File: src/rtl/cdrp_pkg.sv
`default_nettype none
// ----------------------------------------------------------------------------
// CDR image message parser package
// Shared result item type, status and kind codes, and encoding literals.
// ----------------------------------------------------------------------------
package cdrp_pkg;

    // Result item kinds
    localparam logic KIND_PIXEL  = 1'b0;
    localparam logic KIND_STATUS = 1'b1;

    // Status codes, best first
    localparam logic [2:0] ST_OK        = 3'd0;
    localparam logic [2:0] ST_TOO_SHORT = 3'd1;
    localparam logic [2:0] ST_TRUNCATED = 3'd2;
    localparam logic [2:0] ST_BAD_ENC   = 3'd3;
    localparam logic [2:0] ST_EMPTY     = 3'd4;
    localparam logic [2:0] ST_MISMATCH  = 3'd5;

    // Encoding candidate flags: bit 0 bgr8, bit 1 bgra8
    localparam logic [1:0] MATCH_BOTH = 2'b11;
    localparam logic [1:0] MATCH_BGRA = 2'b10;

    // Result queue depth
    localparam int QUEUE_DEPTH = 4;

    typedef struct packed {
        logic               item_kind;
        logic [7:0]         pixel_byte;
        logic [2:0]         status_code;
        logic signed [31:0] stamp_seconds;
        logic [31:0]        stamp_nanoseconds;
        logic [31:0]        image_rows;
        logic [31:0]        image_columns;
        logic               pixel_format;
        logic [7:0]         endian_marker;
        logic [31:0]        row_bytes;
        logic               final_item;
    } t_item;

    // Characters of "bgr8"
    function automatic logic [7:0] bgr8_char(input logic [1:0] idx);
        logic [7:0] ch;
        unique case (idx)
            2'd0:    ch = 8'h62;
            2'd1:    ch = 8'h67;
            2'd2:    ch = 8'h72;
            default: ch = 8'h38;
        endcase
        return ch;
    endfunction

    // Characters of "bgra8"; codes past the end give zero
    function automatic logic [7:0] bgra8_char(input logic [2:0] idx);
        logic [7:0] ch;
        unique case (idx)
            3'd0:    ch = 8'h62;
            3'd1:    ch = 8'h67;
            3'd2:    ch = 8'h72;
            3'd3:    ch = 8'h61;
            3'd4:    ch = 8'h38;
            default: ch = 8'h00;
        endcase
        return ch;
    endfunction

endpackage
`default_nettype wire

File: src/rtl/cdrp_parser.sv
`default_nettype none
// ----------------------------------------------------------------------------
// CDR image message parser state machine
// Walks the message one byte per request and forms up to two result items.
// ----------------------------------------------------------------------------
module cdrp_parser #(
    parameter int LENGTH_WIDTH = 32
) (
    input  wire                 i_clk,
    input  wire                 i_rst_n,
    input  wire                 i_accept,
    input  wire [7:0]           i_byte,
    input  wire                 i_last,
    output logic                o_slot0_valid,
    output cdrp_pkg::t_item     o_slot0,
    output logic                o_slot1_valid,
    output cdrp_pkg::t_item     o_slot1
);

    localparam logic [3:0] PH_HEADER     = 4'd0;
    localparam logic [3:0] PH_SEC        = 4'd1;
    localparam logic [3:0] PH_NSEC       = 4'd2;
    localparam logic [3:0] PH_FRAME_LEN  = 4'd3;
    localparam logic [3:0] PH_FRAME_BODY = 4'd4;
    localparam logic [3:0] PH_HEIGHT     = 4'd5;
    localparam logic [3:0] PH_WIDTH      = 4'd6;
    localparam logic [3:0] PH_ENC_LEN    = 4'd7;
    localparam logic [3:0] PH_ENC_BODY   = 4'd8;
    localparam logic [3:0] PH_ENDIAN     = 4'd9;
    localparam logic [3:0] PH_STRIDE     = 4'd10;
    localparam logic [3:0] PH_DATA_LEN   = 4'd11;
    localparam logic [3:0] PH_DATA_BODY  = 4'd12;
    localparam logic [3:0] PH_DONE       = 4'd13;

    localparam int LW = LENGTH_WIDTH;

    logic [1:0]    r_pos,      n_pos;
    logic [3:0]    r_phase,    n_phase;
    logic [31:0]   r_asm,      n_asm;
    logic [LW-1:0] r_left,     n_left;
    logic [31:0]   r_sec,      n_sec;
    logic [31:0]   r_nsec,     n_nsec;
    logic [31:0]   r_rows,     n_rows;
    logic [31:0]   r_cols,     n_cols;
    logic [31:0]   r_stride,   n_stride;
    logic [7:0]    r_endian,   n_endian;
    logic [1:0]    r_match,    n_match;
    logic [LW-1:0] r_enc_len,  n_enc_len;
    logic [LW-1:0] r_seen,     n_seen;
    logic [2:0]    r_err,      n_err;
    logic [63:0]   r_expected;

    logic            w_pix_emit;
    cdrp_pkg::t_item w_pix_item;
    cdrp_pkg::t_item w_stat_item;

    function automatic logic [1:0] enc_check(input logic [1:0] flags,
                                             input logic [LW-1:0] len);
        logic [1:0] f;
        f[0] = flags[0] && (len == LW'(5));
        f[1] = flags[1] && (len == LW'(6));
        return f;
    endfunction

    always_comb begin
        logic [1:0]    v_sh;
        logic [31:0]   v_word;
        logic [LW-1:0] v_len;
        logic [LW-1:0] v_dec;
        logic [LW-1:0] v_k;
        logic [1:0]    v_flags;
        logic [1:0]    v_chk;
        logic [2:0]    v_code;

        n_pos     = r_pos + 2'd1;
        n_phase   = r_phase;
        n_asm     = r_asm;
        n_left    = r_left;
        n_sec     = r_sec;
        n_nsec    = r_nsec;
        n_rows    = r_rows;
        n_cols    = r_cols;
        n_stride  = r_stride;
        n_endian  = r_endian;
        n_match   = r_match;
        n_enc_len = r_enc_len;
        n_seen    = r_seen;
        n_err     = r_err;
        w_pix_emit = 1'b0;

        v_sh    = 2'd0 - r_left[1:0];
        v_word  = r_asm | (32'(i_byte) << {v_sh, 3'b000});
        v_len   = v_word[LW-1:0];
        v_dec   = r_left - LW'(1);
        v_k     = r_enc_len - r_left;
        v_flags = r_match;
        v_chk   = 2'b00;

        unique case (r_phase)
            PH_HEADER: begin
                n_left = v_dec;
                if (v_dec == '0) begin
                    n_phase = PH_SEC;
                    n_left  = LW'(4);
                    n_asm   = '0;
                end
            end
            PH_SEC, PH_NSEC, PH_FRAME_LEN, PH_HEIGHT,
            PH_WIDTH, PH_ENC_LEN, PH_STRIDE, PH_DATA_LEN: begin
                // skip alignment padding before the first byte of a word
                if (!(r_left >= LW'(4) && r_pos != 2'd0)) begin
                    n_asm  = v_word;
                    n_left = v_dec;
                    if (v_dec == '0) begin
                        n_asm  = '0;
                        n_left = LW'(4);
                        unique case (r_phase)
                            PH_SEC: begin
                                n_sec   = v_word;
                                n_phase = PH_NSEC;
                            end
                            PH_NSEC: begin
                                n_nsec  = v_word;
                                n_phase = PH_FRAME_LEN;
                            end
                            PH_FRAME_LEN: begin
                                if (v_len != '0) begin
                                    n_phase = PH_FRAME_BODY;
                                    n_left  = v_len;
                                end else begin
                                    n_phase = PH_HEIGHT;
                                end
                            end
                            PH_HEIGHT: begin
                                n_rows  = v_word;
                                n_phase = PH_WIDTH;
                            end
                            PH_WIDTH: begin
                                n_cols  = v_word;
                                n_phase = PH_ENC_LEN;
                            end
                            PH_ENC_LEN: begin
                                n_enc_len = v_len;
                                n_match   = cdrp_pkg::MATCH_BOTH;
                                if (v_len != '0) begin
                                    n_phase = PH_ENC_BODY;
                                    n_left  = v_len;
                                end else begin
                                    // empty string never matches
                                    n_match = 2'b00;
                                    if (r_err == cdrp_pkg::ST_OK) begin
                                        n_err = cdrp_pkg::ST_BAD_ENC;
                                    end
                                    n_phase = PH_ENDIAN;
                                    n_left  = LW'(1);
                                end
                            end
                            PH_STRIDE: begin
                                n_stride = v_word;
                                n_phase  = PH_DATA_LEN;
                            end
                            PH_DATA_LEN: begin
                                n_seen = '0;
                                if (v_len == '0) begin
                                    if (r_err == cdrp_pkg::ST_OK) begin
                                        n_err = cdrp_pkg::ST_EMPTY;
                                    end
                                    n_phase = PH_DONE;
                                    n_left  = '0;
                                end else begin
                                    if (64'(v_len) < r_expected &&
                                        r_err == cdrp_pkg::ST_OK) begin
                                        n_err = cdrp_pkg::ST_MISMATCH;
                                    end
                                    n_phase = PH_DATA_BODY;
                                    n_left  = v_len;
                                end
                            end
                            default: begin
                                n_phase = PH_DONE;
                                n_left  = '0;
                            end
                        endcase
                    end
                end
            end
            PH_FRAME_BODY: begin
                n_left = v_dec;
                if (v_dec == '0) begin
                    n_phase = PH_HEIGHT;
                    n_left  = LW'(4);
                    n_asm   = '0;
                end
            end
            PH_ENC_BODY: begin
                // the string's final byte is not compared
                if (r_left > LW'(1)) begin
                    if (!(v_k < LW'(4) && i_byte == cdrp_pkg::bgr8_char(v_k[1:0]))) begin
                        v_flags[0] = 1'b0;
                    end
                    if (!(v_k < LW'(5) && i_byte == cdrp_pkg::bgra8_char(v_k[2:0]))) begin
                        v_flags[1] = 1'b0;
                    end
                end
                n_match = v_flags;
                n_left  = v_dec;
                if (v_dec == '0) begin
                    v_chk   = enc_check(v_flags, r_enc_len);
                    n_match = v_chk;
                    if (v_chk == 2'b00 && r_err == cdrp_pkg::ST_OK) begin
                        n_err = cdrp_pkg::ST_BAD_ENC;
                    end
                    n_phase = PH_ENDIAN;
                    n_left  = LW'(1);
                    n_asm   = '0;
                end
            end
            PH_ENDIAN: begin
                n_endian = i_byte;
                n_phase  = PH_STRIDE;
                n_left   = LW'(4);
                n_asm    = '0;
            end
            PH_DATA_BODY: begin
                w_pix_emit = (r_err == cdrp_pkg::ST_OK) && (64'(r_seen) < r_expected);
                n_seen     = r_seen + LW'(1);
                n_left     = v_dec;
                if (v_dec == '0) begin
                    n_phase = PH_DONE;
                    n_asm   = '0;
                end
            end
            default: begin
            end
        endcase

        if (n_phase == PH_HEADER) begin
            v_code = cdrp_pkg::ST_TOO_SHORT;
        end else if (n_phase != PH_DONE) begin
            v_code = cdrp_pkg::ST_TRUNCATED;
        end else begin
            v_code = n_err;
        end

        w_pix_item            = '0;
        w_pix_item.item_kind  = cdrp_pkg::KIND_PIXEL;
        w_pix_item.pixel_byte = i_byte;

        w_stat_item                   = '0;
        w_stat_item.item_kind         = cdrp_pkg::KIND_STATUS;
        w_stat_item.status_code       = v_code;
        w_stat_item.stamp_seconds     = n_sec;
        w_stat_item.stamp_nanoseconds = n_nsec;
        w_stat_item.image_rows        = n_rows;
        w_stat_item.image_columns     = n_cols;
        w_stat_item.pixel_format      = (n_match == cdrp_pkg::MATCH_BGRA);
        w_stat_item.endian_marker     = n_endian;
        w_stat_item.row_bytes         = n_stride;
        w_stat_item.final_item        = 1'b1;

        // end of message: start over for the next one
        if (i_last) begin
            n_pos     = '0;
            n_phase   = PH_HEADER;
            n_asm     = '0;
            n_left    = LW'(4);
            n_sec     = '0;
            n_nsec    = '0;
            n_rows    = '0;
            n_cols    = '0;
            n_stride  = '0;
            n_endian  = '0;
            n_match   = cdrp_pkg::MATCH_BOTH;
            n_enc_len = '0;
            n_seen    = '0;
            n_err     = cdrp_pkg::ST_OK;
        end
    end

    // pixel item first, status item after it
    assign o_slot0_valid = i_accept && (w_pix_emit || i_last);
    assign o_slot0       = w_pix_emit ? w_pix_item : w_stat_item;
    assign o_slot1_valid = i_accept && w_pix_emit && i_last;
    assign o_slot1       = w_stat_item;

    always_ff @(posedge i_clk) begin
        if (!i_rst_n) begin
            r_pos     <= '0;
            r_phase   <= PH_HEADER;
            r_asm     <= '0;
            r_left    <= LW'(4);
            r_sec     <= '0;
            r_nsec    <= '0;
            r_rows    <= '0;
            r_cols    <= '0;
            r_stride  <= '0;
            r_endian  <= '0;
            r_match   <= cdrp_pkg::MATCH_BOTH;
            r_enc_len <= '0;
            r_seen    <= '0;
            r_err     <= cdrp_pkg::ST_OK;
        end else if (i_accept) begin
            r_pos     <= n_pos;
            r_phase   <= n_phase;
            r_asm     <= n_asm;
            r_left    <= n_left;
            r_sec     <= n_sec;
            r_nsec    <= n_nsec;
            r_rows    <= n_rows;
            r_cols    <= n_cols;
            r_stride  <= n_stride;
            r_endian  <= n_endian;
            r_match   <= n_match;
            r_enc_len <= n_enc_len;
            r_seen    <= n_seen;
            r_err     <= n_err;
        end
    end

    // rows*stride; the data length word is at least four requests behind stride
    always_ff @(posedge i_clk) begin
        r_expected <= 64'(r_rows) * 64'(r_stride);
    end

`ifndef SYNTHESIS
    a_restart_after_last: assert property (@(posedge i_clk) disable iff (!i_rst_n)
        (i_accept && i_last) |=> (r_phase == PH_HEADER && r_err == cdrp_pkg::ST_OK))
        else $error("parser did not restart after end of message");

    a_pixel_only_in_data: assert property (@(posedge i_clk) disable iff (!i_rst_n)
        (o_slot0_valid && o_slot0.item_kind == cdrp_pkg::KIND_PIXEL) |->
        (r_phase == PH_DATA_BODY && r_err == cdrp_pkg::ST_OK))
        else $error("pixel item outside clean data body");
`endif

endmodule
`default_nettype wire

File: src/rtl/cdrp_out_queue.sv
`default_nettype none
// ----------------------------------------------------------------------------
// CDR image message parser result queue
// Small queue that takes up to two result items per cycle and drains one while the reader is ready.
// ----------------------------------------------------------------------------
module cdrp_out_queue (
    input  wire                 i_clk,
    input  wire                 i_rst_n,
    input  wire                 i_push0,
    input  wire cdrp_pkg::t_item i_data0,
    input  wire                 i_push1,
    input  wire cdrp_pkg::t_item i_data1,
    output logic                o_room,
    output logic                o_valid,
    output cdrp_pkg::t_item     o_data,
    input  wire                 i_ready
);

    localparam int DEPTH = cdrp_pkg::QUEUE_DEPTH;
    localparam int PW    = $clog2(DEPTH);
    localparam int CW    = $clog2(DEPTH + 1);

    cdrp_pkg::t_item r_mem [DEPTH];
    logic [PW-1:0]   r_wr_ptr, n_wr_ptr;
    logic [PW-1:0]   r_rd_ptr, n_rd_ptr;
    logic [CW-1:0]   r_count,  n_count;
    logic            w_pop;

    assign w_pop   = o_valid && i_ready;
    assign o_valid = (r_count != '0);
    assign o_data  = r_mem[r_rd_ptr];
    // room for a pixel and a status item together
    assign o_room  = (r_count <= CW'(DEPTH - 2));

    always_comb begin
        n_wr_ptr = r_wr_ptr + PW'(i_push0) + PW'(i_push1);
        n_rd_ptr = r_rd_ptr + PW'(w_pop);
        n_count  = r_count + CW'(i_push0) + CW'(i_push1) - CW'(w_pop);
    end

    always_ff @(posedge i_clk) begin
        if (!i_rst_n) begin
            r_wr_ptr <= '0;
            r_rd_ptr <= '0;
            r_count  <= '0;
        end else begin
            r_wr_ptr <= n_wr_ptr;
            r_rd_ptr <= n_rd_ptr;
            r_count  <= n_count;
        end
    end

    always_ff @(posedge i_clk) begin
        if (i_push0) begin
            r_mem[r_wr_ptr] <= i_data0;
        end
        if (i_push1) begin
            r_mem[PW'(r_wr_ptr + PW'(1))] <= i_data1;
        end
    end

`ifndef SYNTHESIS
    a_push_has_room: assert property (@(posedge i_clk) disable iff (!i_rst_n)
        i_push0 |-> (r_count <= CW'(DEPTH - 2)))
        else $error("result queue overflow");

    a_push_order: assert property (@(posedge i_clk) disable iff (!i_rst_n)
        i_push1 |-> i_push0)
        else $error("second slot pushed without first");
`endif

endmodule
`default_nettype wire

File: src/rtl/cdr_image_message_parser_core.sv
`default_nettype none
// ----------------------------------------------------------------------------
// CDR image message parser core
// Parses a serialized image message byte stream into pixel bytes and a status.
// ----------------------------------------------------------------------------
// Usage:
//   s_axis carries the message, one byte per request in tdata[7:0], with tlast
//   on the final byte. m_axis carries result items: tuser is the item kind
//   (0 pixel byte, 1 status), tlast marks the status item that closes a
//   message. Every message yields its accepted pixel bytes followed by
//   exactly one status item carrying the header fields and a status code.
//   Output: result items are written into the queue when the byte that
//   causes them is accepted, and m_axis offers them from the queue head.
//   Throughput: one byte per cycle while s_axis_tready is high. The final
//   byte of a message may yield a pixel and the status, queued together.
//   Stalls: results collect in a four-entry queue; s_axis_tready stays high
//   while at least two entries are free, so the input keeps flowing through
//   short output stalls and holds once fewer than two entries are free.
//   Reset: i_rst_n low on a rising edge clears the parser to the header
//   phase and empties the queue; no clearing pass is needed.
//   On a truncated message, pixel bytes already sent must be dropped by the
//   receiver when it sees the error status.
// ----------------------------------------------------------------------------
module cdr_image_message_parser_core #(
    parameter int LENGTH_WIDTH = 32
) (
    input  wire          i_clk,
    input  wire          i_rst_n,
    input  wire          s_axis_tvalid,
    output logic         s_axis_tready,
    input  wire  [7:0]   s_axis_tdata,   // [7:0] payload_byte
    input  wire          s_axis_tlast,   // end_of_message
    output logic         m_axis_tvalid,
    input  wire          m_axis_tready,
    // [7:0] pixel_byte, [10:8] status_code, [42:11] stamp_seconds,
    // [74:43] stamp_nanoseconds, [106:75] image_rows, [138:107] image_columns,
    // [139] pixel_format, [147:140] endian_marker, [179:148] row_bytes,
    // [183:180] zero
    output logic [183:0] m_axis_tdata,
    output logic         m_axis_tuser,   // item_kind
    output logic         m_axis_tlast    // final_item
);

    logic            w_accept;
    logic            w_slot0_valid;
    logic            w_slot1_valid;
    cdrp_pkg::t_item w_slot0;
    cdrp_pkg::t_item w_slot1;
    cdrp_pkg::t_item w_head;
    logic            w_room;

    // hold the input once the queue lacks room for two items
    assign s_axis_tready = w_room;
    assign w_accept      = s_axis_tvalid && s_axis_tready;

    cdrp_parser #(
        .LENGTH_WIDTH (LENGTH_WIDTH)
    ) u_parser (
        .i_clk         (i_clk),
        .i_rst_n       (i_rst_n),
        .i_accept      (w_accept),
        .i_byte        (s_axis_tdata),
        .i_last        (s_axis_tlast),
        .o_slot0_valid (w_slot0_valid),
        .o_slot0       (w_slot0),
        .o_slot1_valid (w_slot1_valid),
        .o_slot1       (w_slot1)
    );

    cdrp_out_queue u_queue (
        .i_clk   (i_clk),
        .i_rst_n (i_rst_n),
        .i_push0 (w_slot0_valid),
        .i_data0 (w_slot0),
        .i_push1 (w_slot1_valid),
        .i_data1 (w_slot1),
        .o_room  (w_room),
        .o_valid (m_axis_tvalid),
        .o_data  (w_head),
        .i_ready (m_axis_tready)
    );

    // pack the head item, pixel byte in the lowest bits
    assign m_axis_tdata = {4'b0000,
                           w_head.row_bytes,
                           w_head.endian_marker,
                           w_head.pixel_format,
                           w_head.image_columns,
                           w_head.image_rows,
                           w_head.stamp_nanoseconds,
                           w_head.stamp_seconds,
                           w_head.status_code,
                           w_head.pixel_byte};
    assign m_axis_tuser = w_head.item_kind;
    assign m_axis_tlast = w_head.final_item;

endmodule
`default_nettype wire
File: config.mk
export PLATFORM = sky130hd
export DESIGN_NAME = cdr_image_message_parser_core
export DESIGN_NICKNAME = d
export VERILOG_FILES = /design/src/rtl/cdrp_pkg.sv /design/src/rtl/cdrp_parser.sv /design/src/rtl/cdrp_out_queue.sv /design/src/rtl/cdr_image_message_parser_core.sv
export SDC_FILE = /design/constraint.sdc
export NUM_CORES = 2
export LEC_CHECK = 0
export ABC_AREA = 0
export BUFFER_PORTS_ARGS = -buffer_cell sky130_fd_sc_hd__buf_2
export CAP_MARGIN = 40
export CORE_MARGIN = 4
export CORE_UTILIZATION = 30
export CTS_CLUSTER_SIZE = 10
export DETAILED_ROUTE_END_ITERATION = 8
export HOLD_SLACK_MARGIN = 0.06
export PLACE_DENSITY = 0.55
export SLEW_MARGIN = 25
export SYNTH_ARGS = -nofsm -noshare
export SYNTH_HDL_FRONTEND = slang
export SYNTH_SLANG_ARGS = --single-unit
File: constraint.sdc
create_clock -name i_clk -period 8.2 [get_ports i_clk]
set_input_delay 2.46 -clock i_clk [delete_from_list [all_inputs] [get_ports i_clk]]
set_output_delay 2.46 -clock i_clk [all_outputs]
set_load 0.05 [all_outputs]
**After elaboration in Yosys (flattened, before gate mapping)**

Memory sizes are Yosys's and may differ from the RTL's. A register that Yosys moved wholly into a read port is not among the register bits.
Index checks and enable logic that the tools add are counted.

- Register bits after elaboration: 378
- Logic and storage cells: 212
- Memory bits (writable): 728
- Output and inout bits: 188
- Memories kept: 1

Memory list:

| name | depth | width | rd ports | clocked after memory_dff | wr ports | RTL line | RTL |
|---|---|---|---|---|---|---|---|
| u_queue.r_mem | 4 | 182 | 1 | 1 | 2 | cdrp_out_queue.sv:23 | `cdrp_pkg::t_item r_mem [DEPTH];` |

- Shift-type cells: 1
- Multipliers: 1
- Bitwise gates (word level): 1
- $add $sub $neg: 12
- Reductions and logical operators: 39
- Muxes and demuxes: 103
- Equality and inequality tests: 29
- $lt $le $gt $ge: 7

Operators with widths:

| kind | number |
|---|---|
| two-way mux 32 bit | 46 |
| two-way mux 182 bit | 1 |
| case mux 32 bit (5 select lines) | 1 |
| less-than comparator 32 x 64 -> 1 bit | 2 |
| case mux 32 bit (4 select lines) | 1 |
| case mux 32 bit (3 select lines) | 1 |
| == test 32 x 3 -> 1 bit (second input constant) | 2 |
| logical NOT 32 bit | 2 |
| less-than comparator 32 x 3 -> 1 bit (second input constant) | 2 |
| multiplier 32 x 32 -> 64 bit | 1 |
| case mux 32 bit (2 select lines) | 1 |
| two-way mux 8 bit | 6 |
| two-way mux 3 bit | 12 |
| case mux 7 bit (5 select lines) | 1 |
| adder 32 x 1 -> 32 bit (second input constant) | 1 |
| greater-or-equal comparator 32 x 3 -> 1 bit (second input constant) | 1 |
| > comparator 32 x 1 -> 1 bit (second input constant) | 1 |
| OR 32 bit | 1 |
| case mux 4 bit (8 select lines) | 1 |
| nonzero test 32 bit | 1 |
| << shifter 8 x 5 -> 32 bit | 1 |
| subtractor 32 x 1 -> 32 bit (second input constant) | 1 |
| subtractor 32 bit | 1 |
| two-way mux 4 bit | 7 |
| 43 further kinds | 98 |

**Longest topological paths before layout**

- Word-level depth: 19
- Depth in mapped cells: 29

**By module**

Synthesis repeated with hierarchy kept, for this count alone.

- Cell total of the unflattened synthesis: 8,467
- Area total of the unflattened synthesis: 91,308.8 µm²

By module, submodules not included:

| module | area an instance (µm²) | cells each | instances |
|---|---|---|---|
| cdrp_parser | 55,951.2 | 6,659 | 1 |
| cdrp_out_queue | 35,317.6 | 1,802 | 1 |
| cdr_image_message_parser_core | 40.0 | 6 | 1 |

**Worst setup path before layout**

No wires, ideal clock.

- Path type: input port to flip-flop
- From: in s_axis_tlast
- To: mem u_queue.r_mem[0][100] in the netlist's numbering (enable)
- Buffers on the path: 1
- Slack: 0.650 ns
- Setup time: 0.525 ns
- Stages: 5
- Arrival time: 7.026 ns
- Path through: clkbuf_1 nand2_1 nor3_1 a21boi_1 inv_1

RTL lines:

| element | RTL line | RTL |
|---|---|---|
| from (decl) | cdr_image_message_parser_core.sv:32 | `input wire s_axis_tlast,` |
| to (decl) | cdrp_out_queue.sv:23 |  |

**Worst setup path after layout**

- From: reg u_parser.r_stride[28]
- To: reg u_parser.r_expected[55]

- Word-level cells in the longest chain between the ends: 1

Ends and longest elaborated chain:

| element | RTL line | RTL |
|---|---|---|
| from (decl) | cdrp_parser.sv:45 | `logic [31:0] r_stride, n_stride;` |
| from (signal assigned) | cdrp_parser.sv:311 | `r_stride <= n_stride;` |
| multiplier 32 x 32 -> 64 bit | cdrp_parser.sv:322 | `r_expected <= 64'(r_rows) * 64'(r_stride);` |
| to (signal assigned) | cdrp_parser.sv:322 |  |
| to (decl) | cdrp_parser.sv:51 | `logic [63:0] r_expected;` |

No other way between the ends.
A chain may end at the register's enable or synchronous reset.

==> out/qor.yml <==
cts_setup_buffers: 0
sw_frac_of_total_pct: 35.4
yosysSeqAreaShare_pct: 35.0
worst-path-stages: 25
die_area_mm2: 0.284
r2r_start: "u_parser.r_stride[28]"
worst-path-buf-inv: 5
synth-edff-count: 688
combPwrFrac_pct: 26.9
hold_class: "reg2reg"
drive_gt1_share_pct: 12.4
cp-startpoint: "u_parser.r_stride[28]"
hold_viol: 0
vias: 61400
path_common_cell: "fa_1"
h-tree-depth: 4
avgRoutedWirePerCell_um: 23.4
via_per_inst: 5.12
grt_pass1_wl_mm: 420
cp.arrival_ps: 8690
clk_latency_ps: 800
status: "completed"
path_clk_slew_ps: 50
path_class: "reg2reg"
p_clk_share_pct: 34.8
fp.dieW_um: 533
final-instance-count-excl-fill: 12000
hold_end: "u_queue.r_mem[2][0]"
drt_iter0_drc: 5460
syn_area_mm2: 0.0828
max_stage_delay_ps: 890
initial_utilization_pct: 30.2
pwr-share-seq_pct: 38.3
rr_worst_depth: 25
fp.coreArea_mm2: 0.274
tightest_slew_ps: 998
p_int_mw: 10.4
hp-start: "u_queue.r_mem[2][0]"
cts_tree: "yes"
numCtsBuffers: 134
crit_required_ps: 8920
peakVddDrop_mv: 0.237
synthTopCellsByArea: "edfxtp_1 25%, fa_1 22%, dfxtp_1 10%"
slowest_stage: "dfxtp_1"
crit_path_end_kind: "register"
synthToLayoutAreaGrowth_pct: 13.2
drv_cap: 0
crit_family: "adder cells"
dp.cells: 11800
drc: 0
drt_wl_total_mm: 281
powerDensity_mw_per_mm2: 172
rows: 192
fin_crit_sh_pct: 97.3
p_leak_nw: 38.3
grt_max_degree: 107
slew_viol_final: 0
regArea_mm2: 0.0290
ys.flop_type: "edfxtp_1"
setup_viol: 0
cts_max_path_buffers: 3
slew_headroom_pct: 33.5
syn_inst: 8081
hpwl_mm: 205
fillCellCount: 27500
ant_nets: 0
io_pins: 201
die_height_um: 533
multi_input_area_mm2: 0.0483
p_switching_mw: 5.69
r2r-end: "u_parser.r_expected[55]"
period_needed_ps: 7980
synth-seq-cells: 1102
clockRootBuffer: "clkbuf_16"
clock_sinks: 1102
max_freq_mhz: 125
grt_pass1_vias: 62600
portBuffers: 196
synth_cell_type_count: 90
final_net_count: 9493
track_usage_pct: 19.5
holdPathStages: 2
fin_tns_setup_ps: 0
drt_first_pass_iters: 6
rsz0062_at_grt: "false"
yosysWarnings: 0
synth_top_area_cell: "edfxtp_1"
worstPathMaxFanout: 13
synth.avg_cell_area_um2: 10.2
fin_skew_ps: 39.6
antenna_found_initial: 17
synth_top_area_share_pct: 25.0
grt-ovfl-total: 0
synthArstFlopShare_pct: 0
r2r_setup_slack_ps: 220
startpoint_type: "register"
place_congestion: 0.915
-- power groups by stage --
stage               Combinational [mW]  Clock [mW]  Sequential [mW]
floorplan                         2.91           0             6.22
finish                            4.32        5.60             6.15
detailed placement                4.30           0             6.27
CTS                               4.32        5.70             6.15
global placement                  4.27           0             6.26
global route                      4.49        5.92             6.17
-- layout by cell type, fill, tap and decap left out, types with 23 or more instances in the layout --
master and n:
a21o_1 64, a21oi_1 273, a21oi_2 87, a22oi_1 217, a31oi_1 23, and2_1 610
buf_12 40, buf_2 197, buf_4 267, clkbuf_1 63, clkbuf_16 137, dfxtp_1 403
edfxtp_1 688, fa_1 900, ha_1 365, inv_1 977, mux4_2 181, nand2_1 570
nand2b_1 23, nand3_1 50, nand4_1 53, nor2_1 1280, nor2b_1 26, nor3_1 97
nor4_1 45, o21ai_0 106, o2bb2ai_1 34, xnor2_1 82, xor2_1 45
-- layer usage --
layer	global-route usage (%)	part of all wire (%)	up-vias	routed length, µm
met2	31.3	47	2526	131000
met5	0	0	-	0
met1	26.2	41	31500	116000
met4	8.14	4.8	0	13500
li1	-	-	26900	-
met3	3.11	7.3	522	20400
-- logic make-up after synthesis --
| kind of cell | Yosys count | synth area share, % |
|---|---|---|
| xor+xnor | 127 | 1.34 |
| simple gates | 2870 | 16.0 |
| buf+inv | 1508 | 6.97 |
| mux | 203 | 5.19 |
| flops | 1102 | 35.0 |
| other cells | 1 | 0.00453 |
| fa+ha+maj | 1265 | 27.3 |
| compound gates | 1005 | 8.19 |
-- flip-flops by register name, indices dropped and copies added (netlist names) --
name                 count
u_parser.r_asm          32
u_parser.r_cols         32
u_parser.r_enc_len      32
u_parser.r_endian        8
u_parser.r_err           3
u_parser.r_expected     64
u_parser.r_left         32
u_parser.r_match         2
u_parser.r_nsec         32
u_parser.r_phase         4
u_parser.r_pos           2
u_parser.r_rows         32
u_parser.r_sec          32
u_parser.r_seen         32
u_parser.r_stride       32
u_queue.r_count          3
u_queue.r_mem          724
u_queue.r_rd_ptr         2
u_queue.r_wr_ptr         2
-- through the flow --
stage	total power [mW]	utilization (%)	setup WS, ps	hold slack [ps]	area, µm²
3_5_place_dp	10.6	32.7	-16.7	440	89500
3_3_place_gp	10.5	32.5	1.57	430	89100
5_1_grt	16.6	34.2	5.11	461	93700
4_1_cts	16.2	34.1	67.2	448	93500
6_report	16.1	34.2	224	450	93700
2_1_floorplan	9.13	-	650	418	82800
-- how the worst max path moves through the flow --
stage	end
floorplan	u_queue.r_mem[0][100]
global placement	u_parser.r_expected[63]
detailed placement	u_parser.r_expected[63]
CTS	u_parser.r_expected[63]
global route	u_parser.r_expected[55]
finish	u_parser.r_expected[55]
-- timing repair --
action                                  4_1_cts  5_1_grt
resized for setup                             1       18
hold buffers                                  0        0
endpoints found under the setup margin        2       12
pin swaps                                     0        1
cloned                                        0        0
-- Yosys cell counts (all sizes together), types with 11 or more instances --
| cell | n |
|---|---|
| nor2b | 26 |
| nor3 | 99 |
| or4 | 13 |
| or2 | 11 |
| a211oi | 18 |
| mux2i | 20 |
| nand4 | 53 |
| o21bai | 21 |
| inv | 983 |
| nand2b | 23 |
| o31ai | 12 |
| or3 | 15 |
| and3 | 18 |
| ha | 365 |
| a22oi | 217 |
| dfxtp | 414 |
| xor2 | 45 |
| nand2 | 575 |
| edfxtp | 688 |
| a21oi | 360 |
| nor4 | 52 |
| mux4 | 181 |
| nand3 | 51 |
| nor2 | 1289 |
| o21a | 19 |
| xnor2 | 82 |
| o211ai | 20 |
| buf | 92 |
| fa | 900 |
| o2bb2ai | 34 |
| and2 | 610 |
| clkbuf | 433 |
| a31oi | 25 |
| o21ai | 112 |
| a21o | 65 |
| o22ai | 21 |
-- worst register-to-register path: stages, from the launching register on --
cell and delay (ps):
dfxtp_1 890, nand2_1 190, fa_1 510, inv_1 60
fa_1 490, fa_1 590, fa_1 460, fa_1 600
fa_1 470, fa_1 510, inv_1 50, fa_1 480
inv_1 50, ha_1 290, buf_4 170, a21o_1 170
a221oi_1 290, o211ai_1 130, and3b_1 200, a311oi_1 230
buf_4 210, o311a_1 220, o21bai_1 150, a21o_1 210
a21oi_1 170, xnor2_1 130
-- area by class of cell --
class | instances | share of cell area [%]
multi-input combinational | 5474 | 51.5
sequential | 1102 | 30.9
tap | 3686 | 4.92
timing repair buffer | 520 | 4.36
inverter | 983 | 3.98
clock buffer | 204 | 3.97
clock inverter | 24 | 0.314
antenna | 5 | 0.0134
Note: power is estimated with default switching activity, not from simulation.
